<file path="config.mk">
export PLATFORM = sky130hd
export DESIGN_NAME = lux_to_brightness_piecewise_map_top
export DESIGN_NICKNAME = d
export VERILOG_FILES = /design/src/hdl/ltb_pkg.sv /design/src/hdl/ltb_cfg.sv /design/src/hdl/ltb_front.sv /design/src/hdl/ltb_div.sv /design/src/hdl/ltb_out.sv /design/src/hdl/lux_to_brightness_piecewise_map_top.sv
export SDC_FILE = /design/constraint.sdc
export NUM_CORES = 2
export LEC_CHECK = 0
export ABC_CLOCK_PERIOD_IN_PS = 69400
export BUFFER_PORTS_ARGS = -buffer_cell sky130_fd_sc_hd__buf_2
export CORE_AREA = 2 2 798 720
export CTS_BUF_LIST = sky130_fd_sc_hd__clkbuf_8
export DETAILED_ROUTE_END_ITERATION = 8
export DIE_AREA = 0 0 800 722
export HOLD_SLACK_MARGIN = 0.05
export PLACE_DENSITY_LB_ADDON = 0.08
export SYNTH_ARGS = -nofsm -noshare
export SYNTH_HDL_FRONTEND = slang
export SYNTH_HIERARCHICAL = 1
export SYNTH_SLANG_ARGS = --single-unit
</file>
<file path="constraint.sdc">
create_clock -name clk -period 69.4 [get_ports clk]
set_input_delay 6.94 -clock clk [delete_from_list [all_inputs] [get_ports clk]]
set_output_delay 6.94 -clock clk [all_outputs]
set_load 0.03 [all_outputs]
</file>
<file path="src/hdl/ltb_pkg.sv">
// Shared constants, types and field helpers of the lux to brightness block.
// Depends on nothing; used by every module of the block.
`default_nettype none

package ltb_pkg;

  localparam int LUX_WIDTH = 20;
  localparam int NUM_SEGS  = 5;
  localparam int SEG_W     = 3;
  localparam int BRT_W     = 8;
  localparam int CFG_W     = 2 * LUX_WIDTH + 2 * BRT_W;
  localparam int CFG_IDX_W = $clog2(NUM_SEGS);
  localparam int DIFF_W    = LUX_WIDTH + 1;
  localparam int SPAN_W    = BRT_W + 1;
  localparam int PROD_W    = LUX_WIDTH + BRT_W;

  typedef logic [CFG_W-1:0]     seg_reg_t;
  typedef seg_reg_t [NUM_SEGS-1:0] cfg_bank_t;
  typedef logic [SEG_W-1:0]     seg_idx_t;
  typedef logic [LUX_WIDTH-1:0] lux_t;
  typedef logic [BRT_W-1:0]     brt_t;

  localparam seg_idx_t LAST_SEG = seg_idx_t'(NUM_SEGS - 1);

  typedef struct packed {
    brt_t     bmin;
    brt_t     bmax;
    logic     zero_den;
    logic     capped;
    logic     neg;
    seg_idx_t seg;
  } res_tag_t;

  typedef struct packed {
    logic              valid;
    logic [PROD_W-1:0] num;
    lux_t              den;
    res_tag_t          tag;
  } div_word_t;

  function automatic lux_t seg_lo(input seg_reg_t r);
    return r[LUX_WIDTH-1:0];
  endfunction

  function automatic lux_t seg_hi(input seg_reg_t r);
    return r[2*LUX_WIDTH-1:LUX_WIDTH];
  endfunction

  function automatic brt_t seg_bmin(input seg_reg_t r);
    return r[2*LUX_WIDTH +: BRT_W];
  endfunction

  function automatic brt_t seg_bmax(input seg_reg_t r);
    return r[2*LUX_WIDTH+BRT_W +: BRT_W];
  endfunction

endpackage

`default_nettype wire

</file>
<file path="src/hdl/ltb_cfg.sv">
// Segment configuration registers, written through a plain write port.
// Depends on ltb_pkg.
`default_nettype none

module ltb_cfg (
  input  wire logic                          clk,
  input  wire logic                          rst_n,
  input  wire logic                          cfg_we,
  input  wire logic [ltb_pkg::CFG_IDX_W-1:0] cfg_index,
  input  wire logic [ltb_pkg::CFG_W-1:0]     cfg_wdata,
  output ltb_pkg::cfg_bank_t                 bank
);
  import ltb_pkg::*;

  cfg_bank_t bank_r;

  always_ff @(posedge clk) begin
    if (!rst_n) begin
      bank_r <= '0;
    end else begin
      for (int i = 0; i < NUM_SEGS; i++) begin
        if (cfg_we && (cfg_index == CFG_IDX_W'(i))) begin
          bank_r[i] <= cfg_wdata;
        end
      end
    end
  end

  assign bank = bank_r;

endmodule

`default_nettype wire

</file>
<file path="src/hdl/ltb_front.sv">
// Front pipeline: clamp, segment search, operand setup and the multiply.
// Five register stages. Depends on ltb_pkg.
`default_nettype none

module ltb_front (
  input  wire logic               clk,
  input  wire logic               rst_n,
  input  wire logic               en,
  input  wire logic               in_take,
  input  wire ltb_pkg::lux_t      in_lux,
  input  wire ltb_pkg::cfg_bank_t bank,
  output ltb_pkg::div_word_t      front_o
);
  import ltb_pkg::*;

  logic v1_r, v2_r, v3_r, v4_r, v5_r;

  lux_t                     lux_c;
  lux_t                     lux1_r;
  lux_t                     lux2_r;
  logic [NUM_SEGS-2:0]      le_c;
  logic [NUM_SEGS-2:0]      le2_r;
  seg_idx_t                 seg_c;
  seg_reg_t                 sel_c;
  logic signed [DIFF_W-1:0] num_c;
  logic signed [DIFF_W-1:0] den_c;
  seg_idx_t                 seg3_r;
  logic signed [DIFF_W-1:0] num3_r;
  logic signed [DIFF_W-1:0] den3_r;
  brt_t                     bmin3_r;
  brt_t                     bmax3_r;
  logic signed [SPAN_W-1:0] span_c;
  logic [DIFF_W-1:0]        nabs_c;
  logic [DIFF_W-1:0]        dabs_c;
  logic [SPAN_W-1:0]        sabs_c;
  res_tag_t                 tag_c;
  lux_t                     nmag4_r;
  lux_t                     dmag4_r;
  brt_t                     smag4_r;
  res_tag_t                 tag4_r;
  logic [PROD_W-1:0]        prod5_r;
  lux_t                     den5_r;
  res_tag_t                 tag5_r;

  always_comb begin
    if (in_lux < seg_lo(bank[0])) begin
      lux_c = seg_lo(bank[0]);
    end else if (in_lux > seg_hi(bank[NUM_SEGS-1])) begin
      lux_c = seg_hi(bank[NUM_SEGS-1]);
    end else begin
      lux_c = in_lux;
    end
  end

  always_comb begin
    for (int i = 0; i < NUM_SEGS - 1; i++) begin
      le_c[i] = (lux1_r <= seg_hi(bank[i]));
    end
  end

  always_comb begin
    seg_c = LAST_SEG;
    for (int i = NUM_SEGS - 2; i >= 0; i--) begin
      if (le2_r[i]) begin
        seg_c = seg_idx_t'(i);
      end
    end
    sel_c = bank[seg_c];
    num_c = $signed({1'b0, lux2_r}) - $signed({1'b0, seg_lo(sel_c)});
    den_c = $signed({1'b0, seg_hi(sel_c)}) - $signed({1'b0, seg_lo(sel_c)});
  end

  always_comb begin
    span_c       = $signed({1'b0, bmax3_r}) - $signed({1'b0, bmin3_r});
    nabs_c       = num3_r[DIFF_W-1] ? DIFF_W'(-num3_r) : DIFF_W'(num3_r);
    dabs_c       = den3_r[DIFF_W-1] ? DIFF_W'(-den3_r) : DIFF_W'(den3_r);
    sabs_c       = span_c[SPAN_W-1] ? SPAN_W'(-span_c) : SPAN_W'(span_c);
    tag_c.bmin     = bmin3_r;
    tag_c.bmax     = bmax3_r;
    tag_c.seg      = seg3_r;
    tag_c.zero_den = (den3_r == '0);
    tag_c.neg      = num3_r[DIFF_W-1] ^ den3_r[DIFF_W-1] ^ span_c[SPAN_W-1];
    tag_c.capped   = (seg3_r == LAST_SEG) &&
                     (((den3_r > 0) && (num3_r > den3_r)) ||
                      ((den3_r < 0) && (num3_r < den3_r)));
  end

  always_ff @(posedge clk) begin
    if (!rst_n) begin
      v1_r <= 1'b0;
      v2_r <= 1'b0;
      v3_r <= 1'b0;
      v4_r <= 1'b0;
      v5_r <= 1'b0;
    end else if (en) begin
      v1_r <= in_take;
      v2_r <= v1_r;
      v3_r <= v2_r;
      v4_r <= v3_r;
      v5_r <= v4_r;
    end
  end

  always_ff @(posedge clk) begin
    if (en) begin
      lux1_r  <= lux_c;
      lux2_r  <= lux1_r;
      le2_r   <= le_c;
      seg3_r  <= seg_c;
      num3_r  <= num_c;
      den3_r  <= den_c;
      bmin3_r <= seg_bmin(sel_c);
      bmax3_r <= seg_bmax(sel_c);
      nmag4_r <= nabs_c[LUX_WIDTH-1:0];
      dmag4_r <= dabs_c[LUX_WIDTH-1:0];
      smag4_r <= sabs_c[BRT_W-1:0];
      tag4_r  <= tag_c;
      prod5_r <= PROD_W'(nmag4_r) * PROD_W'(smag4_r);
      den5_r  <= dmag4_r;
      tag5_r  <= tag4_r;
    end
  end

  always_comb begin
    front_o.valid = v5_r;
    front_o.num   = prod5_r;
    front_o.den   = den5_r;
    front_o.tag   = tag5_r;
  end

endmodule

`default_nettype wire

</file>
<file path="src/hdl/ltb_div.sv">
// Pipelined restoring divider, one quotient bit per register stage.
// The quotient leaves in the num field of the word. Depends on ltb_pkg.
`default_nettype none

module ltb_div (
  input  wire logic               clk,
  input  wire logic               rst_n,
  input  wire logic               en,
  input  wire ltb_pkg::div_word_t din,
  output ltb_pkg::div_word_t      dout
);
  import ltb_pkg::*;

  div_word_t st_r  [PROD_W];
  lux_t      rem_r [PROD_W];
  div_word_t st_in [PROD_W];
  lux_t      rem_in[PROD_W];

  for (genvar k = 0; k < PROD_W; k++) begin : g_stage
    logic [LUX_WIDTH:0] trial;
    logic [LUX_WIDTH:0] diff;
    logic               ge;
    div_word_t          word_nxt;
    lux_t               rem_nxt;

    if (k == 0) begin : g_first
      assign st_in[k]  = din;
      assign rem_in[k] = '0;
    end else begin : g_next
      assign st_in[k]  = st_r[k-1];
      assign rem_in[k] = rem_r[k-1];
    end

    always_comb begin
      trial         = {rem_in[k], st_in[k].num[PROD_W-1]};
      diff          = trial - {1'b0, st_in[k].den};
      ge            = (trial >= {1'b0, st_in[k].den});
      rem_nxt       = ge ? diff[LUX_WIDTH-1:0] : trial[LUX_WIDTH-1:0];
      word_nxt      = st_in[k];
      word_nxt.num  = {st_in[k].num[PROD_W-2:0], ge};
    end

    always_ff @(posedge clk) begin
      if (!rst_n) begin
        st_r[k].valid <= 1'b0;
      end else if (en) begin
        st_r[k]  <= word_nxt;
        rem_r[k] <= rem_nxt;
      end
    end
  end

  assign dout = st_r[PROD_W-1];

endmodule

`default_nettype wire

</file>
<file path="src/hdl/ltb_out.sv">
// Result assembly and output register with a skid stage.
// Produces the pipeline enable. Depends on ltb_pkg.
`default_nettype none

module ltb_out (
  input  wire logic               clk,
  input  wire logic               rst_n,
  input  wire ltb_pkg::div_word_t din,
  input  wire logic               out_stall,
  output logic                    out_valid,
  output ltb_pkg::brt_t           out_brightness,
  output ltb_pkg::seg_idx_t       out_segment,
  output logic                    en
);
  import ltb_pkg::*;

  brt_t     q8;
  brt_t     add;
  brt_t     sum;
  brt_t     lvl;
  logic     take;
  logic     out_free;

  logic     out_v_r,   out_v_nxt;
  brt_t     out_brt_r, out_brt_nxt;
  seg_idx_t out_seg_r, out_seg_nxt;
  logic     skid_v_r,   skid_v_nxt;
  brt_t     skid_brt_r, skid_brt_nxt;
  seg_idx_t skid_seg_r, skid_seg_nxt;

  always_comb begin
    q8  = din.num[BRT_W-1:0];
    add = din.tag.neg ? BRT_W'(-q8) : q8;
    sum = din.tag.bmin + add;
    if (din.tag.zero_den) begin
      lvl = din.tag.bmin;
    end else if (din.tag.capped) begin
      lvl = din.tag.bmax;
    end else begin
      lvl = sum;
    end
    if (lvl == '0) begin
      lvl = BRT_W'(1);
    end
  end

  always_comb begin
    take         = out_v_r && !out_stall;
    out_free     = !out_v_r || take;
    out_v_nxt    = out_v_r;
    out_brt_nxt  = out_brt_r;
    out_seg_nxt  = out_seg_r;
    skid_v_nxt   = skid_v_r;
    skid_brt_nxt = skid_brt_r;
    skid_seg_nxt = skid_seg_r;
    if (skid_v_r) begin
      if (out_free) begin
        out_v_nxt   = 1'b1;
        out_brt_nxt = skid_brt_r;
        out_seg_nxt = skid_seg_r;
        skid_v_nxt  = 1'b0;
      end
    end else if (din.valid) begin
      if (out_free) begin
        out_v_nxt   = 1'b1;
        out_brt_nxt = lvl;
        out_seg_nxt = din.tag.seg;
      end else begin
        skid_v_nxt   = 1'b1;
        skid_brt_nxt = lvl;
        skid_seg_nxt = din.tag.seg;
      end
    end else if (take) begin
      out_v_nxt = 1'b0;
    end
  end

  always_ff @(posedge clk) begin
    if (!rst_n) begin
      out_v_r  <= 1'b0;
      skid_v_r <= 1'b0;
    end else begin
      out_v_r  <= out_v_nxt;
      skid_v_r <= skid_v_nxt;
    end
  end

  always_ff @(posedge clk) begin
    out_brt_r  <= out_brt_nxt;
    out_seg_r  <= out_seg_nxt;
    skid_brt_r <= skid_brt_nxt;
    skid_seg_r <= skid_seg_nxt;
  end

  assign out_valid      = out_v_r;
  assign out_brightness = out_brt_r;
  assign out_segment    = out_seg_r;
  assign en             = !skid_v_r;

endmodule

`default_nettype wire

</file>
<file path="src/hdl/lux_to_brightness_piecewise_map_top.sv">
// Top level of the ambient light to display brightness mapper.
// Depends on ltb_pkg, ltb_cfg, ltb_front, ltb_div and ltb_out.
//
// Input channel: in_valid, in_stall and in_lux carry one light reading per
// word. Output channel: out_valid, out_stall, out_brightness and
// out_segment carry one result word per reading, in order.
// The five segment registers are written through cfg_we, cfg_index and
// cfg_wdata; an index above four is ignored. Write them only while no
// reading is in flight.
// A reading passes the front stages, the divider stages and the output
// register in that order before its result appears on the output.
// Throughput is one word per cycle while in_stall is low: the divider retires
// one quotient bit per stage, so it takes a new reading every cycle.
// Reset clears the segment registers to zero and empties the pipeline.
// When the receiver stalls, the output word holds and one more word is
// caught in a skid stage; in_stall then rises, registered, and the whole
// pipeline freezes until the output drains.
`default_nettype none

module lux_to_brightness_piecewise_map_top (
  input  wire logic                          clk,
  input  wire logic                          rst_n,
  input  wire logic                          in_valid,
  output logic                               in_stall,
  input  wire logic [ltb_pkg::LUX_WIDTH-1:0] in_lux,
  output logic                               out_valid,
  input  wire logic                          out_stall,
  output logic [ltb_pkg::BRT_W-1:0]          out_brightness,
  output logic [ltb_pkg::SEG_W-1:0]          out_segment,
  input  wire logic                          cfg_we,
  input  wire logic [ltb_pkg::CFG_IDX_W-1:0] cfg_index,
  input  wire logic [ltb_pkg::CFG_W-1:0]     cfg_wdata
);
  import ltb_pkg::*;

  cfg_bank_t bank;
  div_word_t front_w;
  div_word_t div_w;
  logic      en;
  logic      in_take;

  assign in_take  = in_valid && en;
  assign in_stall = !en;

  ltb_cfg u_cfg (
    .clk       (clk),
    .rst_n     (rst_n),
    .cfg_we    (cfg_we),
    .cfg_index (cfg_index),
    .cfg_wdata (cfg_wdata),
    .bank      (bank)
  );

  ltb_front u_front (
    .clk     (clk),
    .rst_n   (rst_n),
    .en      (en),
    .in_take (in_take),
    .in_lux  (in_lux),
    .bank    (bank),
    .front_o (front_w)
  );

  ltb_div u_div (
    .clk   (clk),
    .rst_n (rst_n),
    .en    (en),
    .din   (front_w),
    .dout  (div_w)
  );

  ltb_out u_out (
    .clk            (clk),
    .rst_n          (rst_n),
    .din            (div_w),
    .out_stall      (out_stall),
    .out_valid      (out_valid),
    .out_brightness (out_brightness),
    .out_segment    (out_segment),
    .en             (en)
  );

endmodule

`default_nettype wire

</file>
==> results by stage <==
Outcome:
- The run finished with clean final reports.

Critical path:
- The startpoint type of the worst setup path is a primary input.
- The sort of element at the end of the critical path is a flop.
- The maximum fanout along the worst path is 199.
- Data on the critical path arrives at its endpoint at approximately 13 ns.
- The critical path is of the in -> reg type.
- Data on the critical path is required at its endpoint by 70.15 ns.

Routing:
- The residual antenna-violating net count after detailed routing is 0.
- In the routed design, unresolved DRC markers number 0.
- The average wire per standard cell is between 15 and 20 um.
- The number of optimization iterations in the first detailed-route pass is 6.
- Summed over all layers, the routed wires come to 331 mm.
- Detailed routing placed a total of 15.1 mm of wire on met3.
- Detailed routing inserted a total of 79500 vias.
- The number of vias per cell after detailed routing is 4.25.
- The violation count after the first detailed-routing iteration is 5099.
- In the final routing, the length of wire on met1 measures 157 mm.
- Detailed routing placed a total of 149 mm of wire on met2.
- The detailed router used layers up to and including met5.

Clocking:
- Clock-pin slew was measured on the worst setup and hold paths at 0.05 ns.
- The number of buffers added by the clock tree synthesis step is 527.
- Clock latency on the worst-skew pair, taken at its later pin, is ~1.2 ns.
- TritonCTS built the clock tree.
- Gates resized during post-CTS repair numbered 0.
- The clock net in this run drives a total of 2692 sinks.
- The maximum count of clock buffers along a single path is 4.
- The buffer type at the clock tree root is sky130_fd_sc_hd__clkbuf_8.
- The number of post-CTS setup repair buffers is 0.
- The H-tree generated during clock tree synthesis spans 6 levels.
- The hold-fix buffer count after cts is 0.

Timing:
- The shortest clock period the worst path allows after layout is 11.89 ns.
- Setup repair after global routing left no endpoint under its margin.
- The final number of max-transition violations came to 0.
- The final critical-path share of the clock period is between 10% and 20%.
- The count of final hold-check violations is 0.
- Timing would allow up to 84.1 MHz.
- For the pin with the worst max-slew slack, the measured transition is 1.21 ns.
- The worst slew slack as a fraction of its limit is 17.6%.
- Setup total negative slack on the finished layout was measured at 0 ns.
- Setup violations remaining at the end of the flow were counted as 0.
- Hold timing on the final database bottoms out at a slack of slightly below 0.4 ns.
- The clock skew is 0.0768 ns.

Pwr:
- The worst-case vdd ir drop is 0.0742 mV.
- The total design power is 7270 uW.
- For this design the static power due to leakage is 0.0589 uW.
- Dividing total power by cell area gives a power density of about 49 nW/um2.

GRT:
- Entering global routing, the biggest net connects 200 pins.
- The via count of the first global-routing pass is 82400.
- The global router's overall resource usage is 11.1%.
- The total overflow reported by the global router is 0.
- The initial antenna violation count came to 25.
- The first global-routing pass estimated 503 mm of wire.

Placement:
- At the end of routability-driven placement, the weighted congestion stood at 0.789.
- Detailed placement ended at an HPWL of 234 mm.
- Summing all placed instances gives a cell area of 140000 um2.
- The number of buffers added on ports is 96.
- The placed instance count is 17800.

Synth:
- During synthesis, Yosys emitted a total of 6 warnings.
- The post-synth design cell area is roughly 130000 um2.
- When the netlist entered floorplanning its net count stood at about 11000.
- The synthesized instance count is 10300.
- Each instance of the synthesized netlist takes up on average 12.6 um2.

Floorplanning:
- The die covers a little under 600000 um2.
- The floorplan die width is 800 um.
- The core region is 569000 um2.
- For this design the top-level I/O count stands at 97.
- The floorplan step set the die height to 722 um.
- The row count is 263.
- The starting utilization of the core area is 22.9%.

Worst hold path:
- The tightest min-delay check is of the reg -> reg type.

Cells and area:
- The net count reported at finish is 11800.
- Counting the fill cells in the layout gives 58800.
- Excluding fillers, the count of instances in the completed layout stands at 18700.
- Compared with the post-synthesis result, the final layout area differs by 14.8%.
- The post-layout instance area is approximately 150000 um2.
- In the final layout, the share of cells above drive strength 1 is 9.05%.

Job:
- Max-cap violations in this run came to 0.
==> stage by stage <==
step / utilization (%) / setup slack (ns)
after floorplan: - / 11.97
after global placement: 24.6 / 56.48
after detailed placement: 24.6 / 56.27
after CTS: 26.3 / 57.66
after global routing: 26.3 / 57.12
final: 26.3 / 57.51
==> routing by layer <==
metal	GRT usage, %	vias up
met1	15.2	38700
met3	2.05	608
met5	0	-
met4	3.68	14
met2	17.8	1554
li1	-	38600
==> flip-flops by register name (all words and copies together), names as in the netlist, 20 cells and up <==
name	cells
u_front/prod5_r	28
u_front/front_o	22
u_front/lux2_r	20
u_front/dmag4_r	20
u_cfg/bank	280
u_front/nmag4_r	20
u_front/num3_r	21
u_div/rem_r	540
u_front/den5_r	20
u_front/tag4_r	22
u_front/den3_r	21
u_front/lux1_r	20
u_div/st_r	1598
==> final cells by class <==
cell class | instances | area (um2) | area share (%)
diodes | 7 | 17.5 | 0.0117
repair buffers | 180 | 1180 | 0.791
inverters | 990 | 3720 | 2.49
multi-input cells | 6365 | 47500 | 31.8
clock buffers | 552 | 7600 | 5.08
well taps | 7552 | 9450 | 6.32
flip-flops and latches | 2692 | 78000 | 52.1
clock inverters | 365 | 2160 | 1.45
==> power by group <==
| group | switching (uW) | internal (uW) | total [uW] |
|---|---|---|---|
| clock network | 728 | 785 | 1510 |
| logic | 1890 | 1360 | 3260 |
| registers | 225 | 2280 | 2500 |
==> worst paths after layout <==
path / from / to / slack [ns] / cells after the start
worst max register to register: u_out/skid_v_r / u_div/st_r[2][39] / 62.70 / 7
worst min register to register: u_div/st_r[0][0] / u_div/st_r[0][71] / 0.39 / 0
worst max-delay path: rst_n / u_div/st_r[2][39] / 57.51 / 7
worst min-delay path: u_div/st_r[0][0] / u_div/st_r[0][71] / 0.39 / 0
==> cell usage in the layout, fill, tap and decap left out, types with 131 or more instances in the layout <==
cell type,instances
sky130_fd_sc_hd__nand2_1,879
sky130_fd_sc_hd__ha_1,789
sky130_fd_sc_hd__edfxtp_1,2404
sky130_fd_sc_hd__nand3_1,131
sky130_fd_sc_hd__o21ai_0,359
sky130_fd_sc_hd__dfxtp_1,288
sky130_fd_sc_hd__fa_1,138
sky130_fd_sc_hd__mux2_1,150
sky130_fd_sc_hd__clkbuf_8,552
sky130_fd_sc_hd__and2_1,132
sky130_fd_sc_hd__inv_1,1160
sky130_fd_sc_hd__nor2_1,452
sky130_fd_sc_hd__a21oi_1,620
sky130_fd_sc_hd__a21o_1,249
sky130_fd_sc_hd__xor2_1,169
sky130_fd_sc_hd__o21ai_1,190
sky130_fd_sc_hd__xnor2_1,321
sky130_fd_sc_hd__mux2i_1,364
==> critical path: stages <==
cell and delay, ns:
sky130_fd_sc_hd__buf_8 0.24, sky130_fd_sc_hd__and2_4 0.81, sky130_fd_sc_hd__buf_4 0.86, sky130_fd_sc_hd__buf_12 0.58
sky130_fd_sc_hd__buf_4 0.73, sky130_fd_sc_hd__buf_12 0.73, sky130_fd_sc_hd__buf_4 0.92
Note: power is estimated with default switching activity, not from simulation.
